--- config.mk ---
export PLATFORM = sky130hd
export DESIGN_NAME = stereo_linear_resampler_mixer_flat
export DESIGN_NICKNAME = d
export VERILOG_FILES = /design/src/slrm_pkg.sv /design/src/slrm_stream_if.sv /design/src/slrm_ctrl.sv /design/src/slrm_dp.sv /design/src/stereo_linear_resampler_mixer.sv /design/src/flat_wrapper.sv
export SDC_FILE = /design/constraint.sdc
export NUM_CORES = 1
export LEC_CHECK = 0
export ABC_CLOCK_PERIOD_IN_PS = 2550
export BUFFER_PORTS_ARGS = -buffer_cell sky130_fd_sc_hd__buf_4
export CELL_PAD_IN_SITES_DETAIL_PLACEMENT = 1
export CELL_PAD_IN_SITES_GLOBAL_PLACEMENT = 1
export CORE_MARGIN = 4
export CORE_UTILIZATION = 47
export CTS_BUF_LIST = sky130_fd_sc_hd__clkbuf_16
export CTS_CLUSTER_SIZE = 8
export DETAILED_ROUTE_END_ITERATION = 10
export GPL_TIMING_DRIVEN = 0
export HOLD_SLACK_MARGIN = 0.02
export MAX_ROUTING_LAYER = met4
export PLACE_DENSITY_LB_ADDON = 0.12
export SYNTH_ARGS = -nofsm -noshare
export SYNTH_HDL_FRONTEND = slang
export SYNTH_SLANG_ARGS = --single-unit
export TNS_END_PERCENT = 100
--- constraint.sdc ---
create_clock -name clk -period 2.55 [get_ports clk]
set_clock_uncertainty 0.15 [all_clocks]
set_input_delay 0.51 -clock clk [delete_from_list [all_inputs] [get_ports clk]]
set_output_delay 0.51 -clock clk [all_outputs]
set_load 0.01 [all_outputs]
--- src/slrm_pkg.sv ---
// ----------------------------------------------------------------------------
// slrm_pkg
// Shared types and constants of the stereo resampler and mixer.
// ----------------------------------------------------------------------------
package slrm_pkg;

	localparam int FRAC_BITS_DEF = 16;
	localparam int SAMPLE_W      = 16;
	localparam int LANES         = 4;   // inst l, inst r, voice l, voice r
	localparam int CNT_W         = 3;   // results per frame, 0 to 4
	localparam int CFG_IDX_W     = 1;

	localparam logic signed [SAMPLE_W-1:0] SAT_MAX = 16'sd32767;
	localparam logic signed [SAMPLE_W-1:0] SAT_MIN = -16'sd32768;

	// configuration register indexes
	localparam logic [CFG_IDX_W-1:0] REG_RATE             = 1'd0;
	localparam logic [CFG_IDX_W-1:0] REG_VOICE_MIX_ENABLE = 1'd1;

	typedef struct packed {
		logic signed [SAMPLE_W-1:0] inst_left;
		logic signed [SAMPLE_W-1:0] inst_right;
		logic signed [SAMPLE_W-1:0] voice_left;
		logic signed [SAMPLE_W-1:0] voice_right;
		logic                       end_of_stream;
	} in_item_t;

	typedef struct packed {
		logic signed [SAMPLE_W-1:0] out_left;
		logic signed [SAMPLE_W-1:0] out_right;
		logic                       last_of_run;
	} out_item_t;

	// controller to datapath
	typedef struct packed {
		logic load;    // take a new frame
		logic mul;     // form products for one output position, advance position
		logic mix;     // finish the sample into the output register
		logic adjust;  // consume one source frame from the position
		logic commit;  // update the held frame and stored position
	} dp_cmd_t;

	// datapath to controller
	typedef struct packed {
		logic emit;          // another output position is due
		logic phase_interp;  // still between held and current frame
		logic out_busy;      // output register occupied and not taken
	} dp_status_t;

	typedef enum logic [1:0] {
		ST_IDLE,
		ST_CHECK,
		ST_MIX
	} state_t;

endpackage

--- src/slrm_stream_if.sv ---
// ----------------------------------------------------------------------------
// slrm_stream_if
// Valid/ready channel carrying one item per transfer.
// ----------------------------------------------------------------------------
interface slrm_stream_if #(
	parameter type item_t = logic
);
	logic  valid;
	logic  ready;
	item_t data;

	modport source (output valid, output data, input ready);
	modport sink   (input valid, input data, output ready);
endinterface

--- src/slrm_ctrl.sv ---
// ----------------------------------------------------------------------------
// slrm_ctrl
// Sequencer for frame intake, per-position products, mixing and commit.
// ----------------------------------------------------------------------------
module slrm_ctrl import slrm_pkg::*; (
	input  logic       clk,
	input  logic       arst_n,
	input  logic       in_valid,
	output logic       in_ready,
	input  dp_status_t status,
	output dp_cmd_t    cmd
);

	state_t state_q;
	state_t state_d;

	always_ff @(posedge clk or negedge arst_n) begin
		if (!arst_n) begin
			state_q <= ST_IDLE;
		end else begin
			state_q <= state_d;
		end
	end

	always_comb begin
		state_d  = state_q;
		cmd      = '0;
		in_ready = 1'b0;
		unique case (state_q)
			ST_IDLE: begin
				in_ready = 1'b1;
				if (in_valid) begin
					cmd.load = 1'b1;
					state_d  = ST_CHECK;
				end
			end
			ST_CHECK: begin
				if (status.emit) begin
					cmd.mul = 1'b1;
					state_d = ST_MIX;
				end else if (status.phase_interp) begin
					cmd.adjust = 1'b1;
				end else begin
					cmd.commit = 1'b1;
					state_d    = ST_IDLE;
				end
			end
			ST_MIX: begin
				// wait while the previous sample still sits in the output register
				if (!status.out_busy) begin
					cmd.mix = 1'b1;
					state_d = ST_CHECK;
				end
			end
			default: begin
				state_d = ST_IDLE;
			end
		endcase
	end

endmodule

--- src/slrm_dp.sv ---
// ----------------------------------------------------------------------------
// slrm_dp
// Frame store, read position, interpolation products and saturating mix.
// ----------------------------------------------------------------------------
module slrm_dp import slrm_pkg::*; #(
	parameter int FRAC_BITS = FRAC_BITS_DEF
) (
	input  logic                   clk,
	input  logic                   arst_n,
	input  dp_cmd_t                cmd,
	output dp_status_t             status,
	input  logic                   cfg_write,
	input  logic [CFG_IDX_W-1:0]   cfg_index,
	input  logic [FRAC_BITS+1:0]   cfg_data,
	input  in_item_t               in_item,
	output out_item_t              out_item,
	output logic                   out_valid,
	input  logic                   out_ready
);

	localparam int PosW  = FRAC_BITS + 2;
	localparam int DiffW = SAMPLE_W + 1;
	localparam int ProdW = DiffW + FRAC_BITS + 1;

	localparam logic [PosW-1:0]  PosOne   = PosW'(1) << FRAC_BITS;
	localparam logic [PosW-1:0]  RateMin  = PosOne >> 1;
	localparam logic [PosW-1:0]  RateMax  = PosW'(3) << FRAC_BITS;
	localparam logic [CNT_W-1:0] InterpMx = CNT_W'(2);
	localparam logic [CNT_W-1:0] TotalMx  = CNT_W'(4);

	logic signed [SAMPLE_W-1:0] held_q [LANES];
	logic signed [SAMPLE_W-1:0] cur_q  [LANES];
	logic                       last_q;
	logic [PosW-1:0]            pos_q;
	logic [PosW-1:0]            rd_pos_q;
	logic                       have_prev_q;
	logic                       phase_interp_q;
	logic [CNT_W-1:0]           cnt_q;
	logic [PosW-1:0]            rate_q;
	logic                       voice_en_q;

	logic signed [ProdW-1:0]    prod_s1 [LANES];
	logic signed [SAMPLE_W-1:0] base_s1 [LANES];

	out_item_t                  out_q;
	logic                       out_valid_q;

	logic signed [DiffW-1:0]     diff   [LANES];
	logic signed [ProdW-1:0]     prod_d [LANES];
	logic signed [FRAC_BITS:0]   frac_s;
	logic signed [SAMPLE_W-1:0]  lane_v [LANES];
	logic signed [SAMPLE_W-1:0]  mix_l;
	logic signed [SAMPLE_W-1:0]  mix_r;
	logic [PosW-1:0]             pos_adj;
	logic                        more;
	logic [PosW-1:0]             rate_clamped;

	// a + floor(prod / 2^FRAC_BITS)
	function automatic logic signed [SAMPLE_W-1:0] interp_fin(
		input logic signed [SAMPLE_W-1:0] a,
		input logic signed [ProdW-1:0]    p
	);
		logic signed [ProdW-1:0]  q_wide;
		logic signed [DiffW-1:0]  q;
		logic signed [DiffW-1:0]  s;
		q_wide = p >>> FRAC_BITS;
		q      = q_wide[DiffW-1:0];
		s      = {a[SAMPLE_W-1], a} + q;
		return s[SAMPLE_W-1:0];
	endfunction

	function automatic logic signed [SAMPLE_W-1:0] sat_add(
		input logic signed [SAMPLE_W-1:0] x,
		input logic signed [SAMPLE_W-1:0] y
	);
		logic signed [SAMPLE_W:0] s;
		s = {x[SAMPLE_W-1], x} + {y[SAMPLE_W-1], y};
		if (s[SAMPLE_W] != s[SAMPLE_W-1]) begin
			return s[SAMPLE_W] ? SAT_MIN : SAT_MAX;
		end
		return s[SAMPLE_W-1:0];
	endfunction

	// products for the current position
	assign frac_s = {1'b0, pos_q[FRAC_BITS-1:0]};

	always_comb begin
		for (int i = 0; i < LANES; i++) begin
			if (phase_interp_q) begin
				diff[i] = {cur_q[i][SAMPLE_W-1], cur_q[i]} - {held_q[i][SAMPLE_W-1], held_q[i]};
			end else begin
				diff[i] = '0;
			end
			prod_d[i] = diff[i] * frac_s;
		end
	end

	// interpolate and mix
	always_comb begin
		for (int i = 0; i < LANES; i++) begin
			lane_v[i] = interp_fin(base_s1[i], prod_s1[i]);
		end
		if (!voice_en_q) begin
			lane_v[2] = '0;
			lane_v[3] = '0;
		end
		mix_l = sat_add(lane_v[0], lane_v[2]);
		mix_r = sat_add(lane_v[1], lane_v[3]);
	end

	// position control
	assign pos_adj = (pos_q >= PosOne) ? pos_q - PosOne : '0;

	always_comb begin
		if (phase_interp_q) begin
			status.emit = (pos_q < PosOne) && (cnt_q < InterpMx);
			more        = ((pos_q < PosOne) && (cnt_q < InterpMx)) ||
			              (last_q && (pos_adj < PosOne) && (cnt_q < TotalMx));
		end else begin
			status.emit = last_q && (pos_q < PosOne) && (cnt_q < TotalMx);
			more        = status.emit;
		end
		status.phase_interp = phase_interp_q;
		status.out_busy     = out_valid_q && !out_ready;
	end

	always_comb begin
		rate_clamped = cfg_data;
		if (cfg_data < RateMin) begin
			rate_clamped = RateMin;
		end else if (cfg_data > RateMax) begin
			rate_clamped = RateMax;
		end
	end

	// configuration
	always_ff @(posedge clk or negedge arst_n) begin
		if (!arst_n) begin
			rate_q     <= PosOne;
			voice_en_q <= 1'b1;
		end else if (cfg_write) begin
			unique case (cfg_index)
				REG_RATE:             rate_q     <= rate_clamped;
				REG_VOICE_MIX_ENABLE: voice_en_q <= cfg_data[0];
				default: ;
			endcase
		end
	end

	// frame state and position
	always_ff @(posedge clk or negedge arst_n) begin
		if (!arst_n) begin
			for (int i = 0; i < LANES; i++) begin
				held_q[i] <= '0;
			end
			rd_pos_q       <= '0;
			have_prev_q    <= 1'b0;
			pos_q          <= '0;
			cnt_q          <= '0;
			phase_interp_q <= 1'b0;
			last_q         <= 1'b0;
		end else begin
			if (cmd.load) begin
				pos_q          <= rd_pos_q;
				cnt_q          <= '0;
				phase_interp_q <= have_prev_q;
				last_q         <= in_item.end_of_stream;
			end
			if (cmd.mul) begin
				pos_q <= pos_q + rate_q;
				cnt_q <= cnt_q + CNT_W'(1);
			end
			if (cmd.adjust) begin
				pos_q          <= pos_adj;
				phase_interp_q <= 1'b0;
			end
			if (cmd.commit) begin
				for (int i = 0; i < LANES; i++) begin
					held_q[i] <= last_q ? '0 : cur_q[i];
				end
				rd_pos_q    <= last_q ? '0 : pos_q;
				have_prev_q <= !last_q;
			end
		end
	end

	// current frame, products and output data
	always_ff @(posedge clk) begin
		if (cmd.load) begin
			cur_q[0] <= in_item.inst_left;
			cur_q[1] <= in_item.inst_right;
			cur_q[2] <= in_item.voice_left;
			cur_q[3] <= in_item.voice_right;
		end
		if (cmd.mul) begin
			for (int i = 0; i < LANES; i++) begin
				prod_s1[i] <= prod_d[i];
				base_s1[i] <= phase_interp_q ? held_q[i] : cur_q[i];
			end
		end
		if (cmd.mix) begin
			out_q.out_left    <= mix_l;
			out_q.out_right   <= mix_r;
			out_q.last_of_run <= !more;
		end
	end

	always_ff @(posedge clk or negedge arst_n) begin
		if (!arst_n) begin
			out_valid_q <= 1'b0;
		end else if (cmd.mix) begin
			out_valid_q <= 1'b1;
		end else if (out_ready) begin
			out_valid_q <= 1'b0;
		end
	end

	assign out_item  = out_q;
	assign out_valid = out_valid_q;

endmodule

--- src/stereo_linear_resampler_mixer.sv ---
// ----------------------------------------------------------------------------
// stereo_linear_resampler_mixer
// Linear-interpolation sample rate converter with instrument and voice mix.
// ----------------------------------------------------------------------------
// Each source frame transfer carries an instrument and a voice stereo pair.
// The block keeps the previous frame and a read position with FRAC_BITS
// fraction bits; every output position between the previous and current
// frame gives one sample, the instrument pair interpolated and the voice
// pair (when voice mixing is on) added with saturation to 16 bits. A frame
// gives zero to two interpolated samples, and the final frame (end_of_stream)
// repeats its own value for positions that fall inside it, up to four samples
// in all, after which the block returns to its reset state (registers kept).
// last_of_run marks the final sample of each frame. Frames are handled one at
// a time: the sequencer takes the frame, runs a multiply and a mix step per
// sample, consumes one source frame from the position when a previous frame
// exists, and commits; a sample still waiting in the output register holds
// the next mix step. Rate register writes are clamped to 0.5..3.0.
// ----------------------------------------------------------------------------
module stereo_linear_resampler_mixer import slrm_pkg::*; #(
	parameter int FRAC_BITS = FRAC_BITS_DEF
) (
	input  logic                 clk,
	input  logic                 arst_n,
	slrm_stream_if.sink          frames,
	slrm_stream_if.source        samples,
	input  logic                 cfg_write,
	input  logic [CFG_IDX_W-1:0] cfg_index,
	input  logic [FRAC_BITS+1:0] cfg_data
);

	dp_cmd_t    cmd;
	dp_status_t status;
	logic       in_ready;

	// sequencer: frame intake, per-sample steps, commit
	slrm_ctrl u_ctrl (
		.clk      (clk),
		.arst_n   (arst_n),
		.in_valid (frames.valid),
		.in_ready (in_ready),
		.status   (status),
		.cmd      (cmd)
	);

	// datapath: held frame, position, products, mix and output register
	slrm_dp #(
		.FRAC_BITS (FRAC_BITS)
	) u_dp (
		.clk       (clk),
		.arst_n    (arst_n),
		.cmd       (cmd),
		.status    (status),
		.cfg_write (cfg_write),
		.cfg_index (cfg_index),
		.cfg_data  (cfg_data),
		.in_item   (frames.data),
		.out_item  (samples.data),
		.out_valid (samples.valid),
		.out_ready (samples.ready)
	);

	assign frames.ready = in_ready;

	// a mix step never overwrites a sample that has not been transferred
	a_no_overwrite: assert property (@(posedge clk) disable iff (!arst_n)
		cmd.mix |-> !(samples.valid && !samples.ready))
		else $error("output sample overwritten before transfer");

	// a frame transfer happens only while no sample step runs
	a_intake_idle: assert property (@(posedge clk) disable iff (!arst_n)
		(frames.valid && frames.ready) |-> !(cmd.mul || cmd.mix || cmd.commit))
		else $error("frame taken during sample processing");

	// every mix step shows a sample in the next cycle
	a_mix_shows: assert property (@(posedge clk) disable iff (!arst_n)
		cmd.mix |=> samples.valid)
		else $error("mixed sample not presented");

	// each multiply step is followed by its mix step before any other work
	a_mul_then_mix: assert property (@(posedge clk) disable iff (!arst_n)
		cmd.mul |=> !(cmd.mul || cmd.adjust || cmd.commit || cmd.load))
		else $error("multiply step not followed by mix");

endmodule
--- src/flat_wrapper.sv ---
// flat-port wrapper written by rule: the top's interface ports become plain ports
module stereo_linear_resampler_mixer_flat import slrm_pkg::*;
#(
	parameter int FRAC_BITS = FRAC_BITS_DEF
)
  (clk, arst_n, cfg_write, cfg_index, cfg_data, frames_valid, frames_data, frames_ready, samples_valid, samples_data, samples_ready);
  slrm_stream_if frames_i ();
  slrm_stream_if samples_i ();
  input  logic clk;
  input  logic arst_n;
  input  logic cfg_write;
  input  logic [CFG_IDX_W-1:0] cfg_index;
  input  logic [FRAC_BITS+1:0] cfg_data;
  input wire logic [$bits(frames_i.valid)-1:0] frames_valid;
  input wire logic [$bits(frames_i.data)-1:0] frames_data;
  output wire logic [$bits(frames_i.ready)-1:0] frames_ready;
  output wire logic [$bits(samples_i.valid)-1:0] samples_valid;
  output wire logic [$bits(samples_i.data)-1:0] samples_data;
  input wire logic [$bits(samples_i.ready)-1:0] samples_ready;
  assign frames_i.valid = frames_valid;
  assign frames_i.data = frames_data;
  assign frames_ready = frames_i.ready;
  assign samples_valid = samples_i.valid;
  assign samples_data = samples_i.data;
  assign samples_i.ready = samples_ready;
  stereo_linear_resampler_mixer #(.FRAC_BITS(FRAC_BITS)) u_core (.clk(clk), .arst_n(arst_n), .frames(frames_i), .samples(samples_i), .cfg_write(cfg_write), .cfg_index(cfg_index), .cfg_data(cfg_data));
endmodule
* Word level (Yosys, flattened, before mapping)
Index checks and enable logic that the tools add are counted.
Word-level totals: register bits 64, input bits 25
Operators by class: add/subtract/negate cells 3, magnitude comparators 7, eq/ne operators 5, multiplexer cells 31, bitwise logic cells 1, reduce and logical (&&, ||, !) cells 17
Operator list (count):
- $mux W18 | 7
- $lt A18 B17 Y1 const B | 2
- $add A18 B18 Y18 | 1
- $ge A18 B17 Y1 const B | 1
- $gt A18 B18 Y1 const B | 1
- $lt A18 B16 Y1 const B | 1
- $sub A18 B17 Y18 const B | 1
- $mux W1 | 15
- $mux W2 | 6
- $logic_and A1 B1 Y1 | 6
- $mux W3 | 2
- $pmux W2 S3 | 1
- $reduce_bool A2 Y1 | 3
- $ne A2 B2 Y1 const B | 2
- $add A3 B1 Y3 const B | 1
- $logic_not A1 Y1 | 3
- $lt A3 B2 Y1 const B | 1
- $lt A3 B3 Y1 const B | 1
- $ne A3 B2 Y1 const B | 1
- $reduce_and A3 Y1 | 1
- $reduce_bool A3 Y1 | 1
- $eq A2 B1 Y1 const B | 1
- $eq A2 B2 Y1 const B | 1
- $logic_not A2 Y1 | 1
- other kinds (3) | 3

* Depth between registers and ports, before layout
depth after elaboration 8, mapped depth 9, gate-level depth less buffers 9

* Hierarchy
A second synthesis with hierarchy kept.
Second synthesis, totals: cells, all modules 6374, area total of the unflattened synthesis 59644.7 um2
By module, submodules not included:
- slrm_dp | times used 1, cells each 6356, area each 59493.3 um2, sequential area each 9912.0 um2
- slrm_ctrl | times used 1, cells each 17, area each 147.6 um2, sequential area each 50.0 um2
- stereo_linear_resampler_mixer | times used 1, cells each 1, area each 3.8 um2, sequential area each 0.0 um2

* Worst setup path after synthesis
OpenSTA, ideal clock, no wires.
kind register to register, start point reg u_core.u_dp.pos_q[0], end point reg u_core.u_dp.pos_q[16], arrival 1.986 ns, data required time 2.276 ns, path slack 0.290 ns, stages on the path, launching flop included 10, buffers on the path 0, clock period less this slack 2.260 ns, path through dfrtp_1 ha_1 fa_1 a21oi_1 o211a_1 o21ai_1 a31oi_1 o21ai_1 xnor2_1 o21ai_1
On the way: longest elaborated chain between the ends 8, elaborated cells on any way between the ends 16
RTL lines:
- start, declared | line slrm_dp.sv:34 | logic [PosW-1:0] pos_q;
- start signal, assigned | line slrm_dp.sv:164 | pos_q <= rd_pos_q;
- start signal, assigned | line slrm_dp.sv:170 | pos_q <= pos_q + rate_q;
- start signal, assigned | line slrm_dp.sv:174 | pos_q <= pos_adj;
- $lt A18 B17 Y1 | line slrm_dp.sv:116, slrm_dp.sv:120
- $logic_and A1 B1 Y1 (2 in a row) | line slrm_dp.sv:120 | status.emit = last_q && (pos_q < PosOne) && (cnt_q < TotalMx);
- $mux W1 | line slrm_dp.sv:115 | if (phase_interp_q) begin
- $mux W1 | line slrm_ctrl.sv:38 | if (status.emit) begin
- $mux W1 | line slrm_ctrl.sv:29 | unique case (state_q)
- $mux W18 | line slrm_dp.sv:169 | if (cmd.mul) begin
- $mux W18 | line slrm_dp.sv:173 | if (cmd.adjust) begin
Parallel ways exist; a longest one is shown, timed or not. A chain may end at the register's enable or synchronous reset.

* Worst setup path after layout
start point reg u_core.u_dp.rate_q[0], end point reg u_core.u_dp.pos_q[16]
On the way: longest elaborated chain between the ends 3
RTL lines:
- start, declared | line slrm_dp.sv:39 | logic [PosW-1:0] rate_q;
- start signal, assigned | line slrm_dp.sv:139 | rate_q <= PosOne;
- start signal, assigned | line slrm_dp.sv:143 | REG_RATE: rate_q <= rate_clamped;
- $add A18 B18 Y18 | line slrm_dp.sv:170
- $mux W18 | line slrm_dp.sv:169
- $mux W18 | line slrm_dp.sv:173
No other way between the ends.

==> results.yml <==
cts:
  cts_tree: "done"
  cts_root_buf: "clkbuf_16"
  htreeDepth: 3
  cts.path.max_buffers: 2
  cts.clk_slew.worst_paths_ns: 0.06
  insertion_delay_ns: 0.34
  cts.sinks: 64
  cts_inserted_buffers: 9
  cts_hold_buf: 0
timing:
  worst_pin_slew_ns: 0.792
  hold_viol: 0
  rsz0062_at_grt: "no"
  fmax_mhz: 408
  post-route-period-util_pct: 96.2
  max-slew-margin-rel_pct: 47.2
  setup-tns-final_ns: 0
  setup_slack_ns: 0.0966
  drv_slew: 0
  finalSetupViolations: 0
  min_period_ns: 2.45
  whs_ns: 0.115
logic_synthesis:
  synthesis.area_um2: 3550
  synth_area_leaders: "dfrtp_1 44%, nand2_1 6.6%, ha_1 6.4%, nand3b_1 3.8%, a22o_1 3.7%"
  synthArstFlopShare_pct: 98.4
  syn_area_per_cell_um2: 10.0
  ys_types: 53
  ys_warn_count: 0
  synth_edf_count: 1
  syn_nets: 397
  ys_seq_area_share_pct: 45.3
  synthFlopType: "dfrtp_1"
  syn_inst: 353
  yosys.area.top_type: "dfrtp_1"
  ys_ff_latch: 64
  synth_top_area_share_pct: 43.8
grt:
  grt_pass1_wl_um: 16000
  grt.overflow.total: 0
  grt_max_degree: 64
  track_usage_pct: 24.1
  grt_pass1_vias: 3144
  antenna_found_initial: 0
layout:
  n_antenna_cell: 0
  final_nets: 437
  fillers: 841
  final_cell_mix: "62 x nand2_1, 62 x dfrtp_1, 30 x buf_4, 18 x nand3b_1, 18 x ha_1"
  design_area_um2: 4260
  area_growth_pct: 20.1
  drive_gt1_share_pct: 21.4
placed_design:
  pre_cts_ws_ns: -0.00444
  hpwl_um: 6590
  io_buffers: 27
  gp_congestion: 0.891
  placed_area_um2: 3870
floorplan:
  die_area_um2: 9000
  fp.dieH_um: 94.9
  num_rows: 31
  fp.coreArea_um2: 7290
  num_io_pins: 28
  die_w_um: 94.9
  initial_core_util_pct: 48.6
power:
  switching_power_w: 0.00183
  vdd_drop_max_v: 0.000426
  clock_power_share_pct: 28.9
  p_sw_share_pct: 37.8
  combPwrFrac_pct: 38.4
  seq_power_share_pct: 32.7
  leakage_nw: 2.01
  intPower_w: 0.00301
  p_per_area_nw_per_um2: 1140
  fin_total_pwr_w: 0.00485
critical_path:
  worst_setup_path_end_kind: "register"
  worstPathArrival_ns: 2.52
  crit_required_ns: 2.61
  startpoint_type: "register"
  crit_type: "register to register"
  critical_path.max_fanout: 3
drt:
  drc: 0
  first_iter_violations: 167
  ant_nets: 0
  drt-total-wl_um: 9430
  via_per_inst: 5.87
  first_pass_iters: 4
  wl_per_cell_um: 19.0
  vias: 2916
hold_path:
  hp-class: "input port to async pin"
outcome:
  status: "complete, no violations"
flow_run:
  max-cap-violations: 0
==> metal layers <==
metal / GRT usage (%) / wire length (µm)
met1: 30.4 / 4200
met2: 38.8 / 4650
met3: 3.75 / 360
met4: 9.86 / 222
met5: - / 0
==> synthesized netlist by cell type (3+ instances only) <==
cell / n
o211ai_1: 4
xor2_1: 6
a31oi_1: 4
nand3_1: 4
clkbuf_1: 9
o21ai_0: 7
nand3b_1: 18
nand2_1: 62
nor4_1: 4
a221o_1: 3
o21ai_1: 9
nand2b_1: 5
dfrtp_1: 62
a22oi_1: 3
a21o_1: 3
and3_1: 4
a21oi_1: 18
a22oi_2: 7
o21ai_2: 8
buf_2: 4
or3_1: 3
nor2_1: 14
ha_1: 18
a22o_1: 15
nor2b_1: 3
xnor2_1: 10
o21bai_1: 4
a21oi_2: 3
inv_1: 6
nor3_1: 4
==> worst max-delay path, stage by stage, from the launching register on <==
cell and delay (ns):
dfrtp_1 0.42, ha_1 0.23, fa_2 0.38, a21oi_2 0.20
o211a_1 0.19, o21ai_1 0.13, a31oi_2 0.24, o21ai_1 0.12
xnor2_1 0.19, o21ai_1 0.08
==> sequential cells by signal, indices dropped and copies added, names as in the netlist <==
name / flops
u_core.u_ctrl.state_q: 2
u_core.u_dp.cnt_q: 3
u_core.u_dp.have_prev_q: 1
u_core.u_dp.last_q: 1
u_core.u_dp.out_item: 1
u_core.u_dp.out_valid: 1
u_core.u_dp.phase_interp_q: 1
u_core.u_dp.pos_q: 18
u_core.u_dp.rate_q: 18
u_core.u_dp.rd_pos_q: 18
==> layout make-up <==
class / instances / area [µm²] / area share (%)
well taps: 99 / 124 / 2.91
plain buffers: 17 / 88.8 / 2.09
repair buffers: 29 / 218 / 5.11
clock buffers: 9 / 225 / 5.29
clock inverters: 7 / 111 / 2.61
flip-flops and latches: 64 / 1610 / 37.7
multi-input cells: 266 / 1860 / 43.7
inverters: 6 / 22.5 / 0.529
==> cells by family (layout without fill, tap and decap cells) <==
logic type	after synthesis	after routing	synth area share, %
multiplexers	2	2	0.635
XOR/XNOR	16	16	3.95
flip-flops	64	64	45.3
buffers and inverters	23	68	3.14
AND/OR/NAND/NOR	128	128	18.0
adder cells (fa/ha/maj)	19	19	6.92
AO/OA/AOI/OAI	101	101	22.0
==> power by group through the flow <==
stage / combinational (W) / sequential [W] / clock [W]
CTS: 0.00185 / 0.00158 / 0.00142
global placement: 0.00174 / 0.00157 / 0
finish: 0.00186 / 0.00158 / 0.00140
detailed placement: 0.00181 / 0.00159 / 0
global route: 0.00208 / 0.00163 / 0.00148
floorplan: 0.00135 / 0.00151 / 0
==> final timing paths <==
check,startpoint,to,slack [ns],depth (start not counted)
worst max-delay path,u_core.u_dp.rate_q[0],u_core.u_dp.pos_q[16],0.1,9
worst min-delay path,arst_n,u_core.u_dp.out_valid,0.11,1
worst max register to register,u_core.u_dp.rate_q[0],u_core.u_dp.pos_q[16],0.1,9
worst min register to register,u_core.u_dp.rd_pos_q[16],u_core.u_dp.rd_pos_q[16],0.33,2
max in group asynchronous,arst_n,u_core.u_dp.rate_q[14],1.62,1
min in group clk,frames_data,u_core.u_dp.last_q,0.22,3
==> timing repair <==
action	in CTS	in global routing
setup buffers	1	1
hold endpoints to repair	0	0
endpoints found under the setup margin	2	6
resized for setup	1	6
cloned	0	0
pin swaps	1	2
==> metrics by stage <==
stage,std cells,util (%)
2_1_floorplan,353,-
3_3_place_gp,479,53.1
3_5_place_dp,479,53.1
4_1_cts,496,57.9
5_1_grt,497,58.4
6_report,497,58.4
Power figures use the tool's default switching activity.
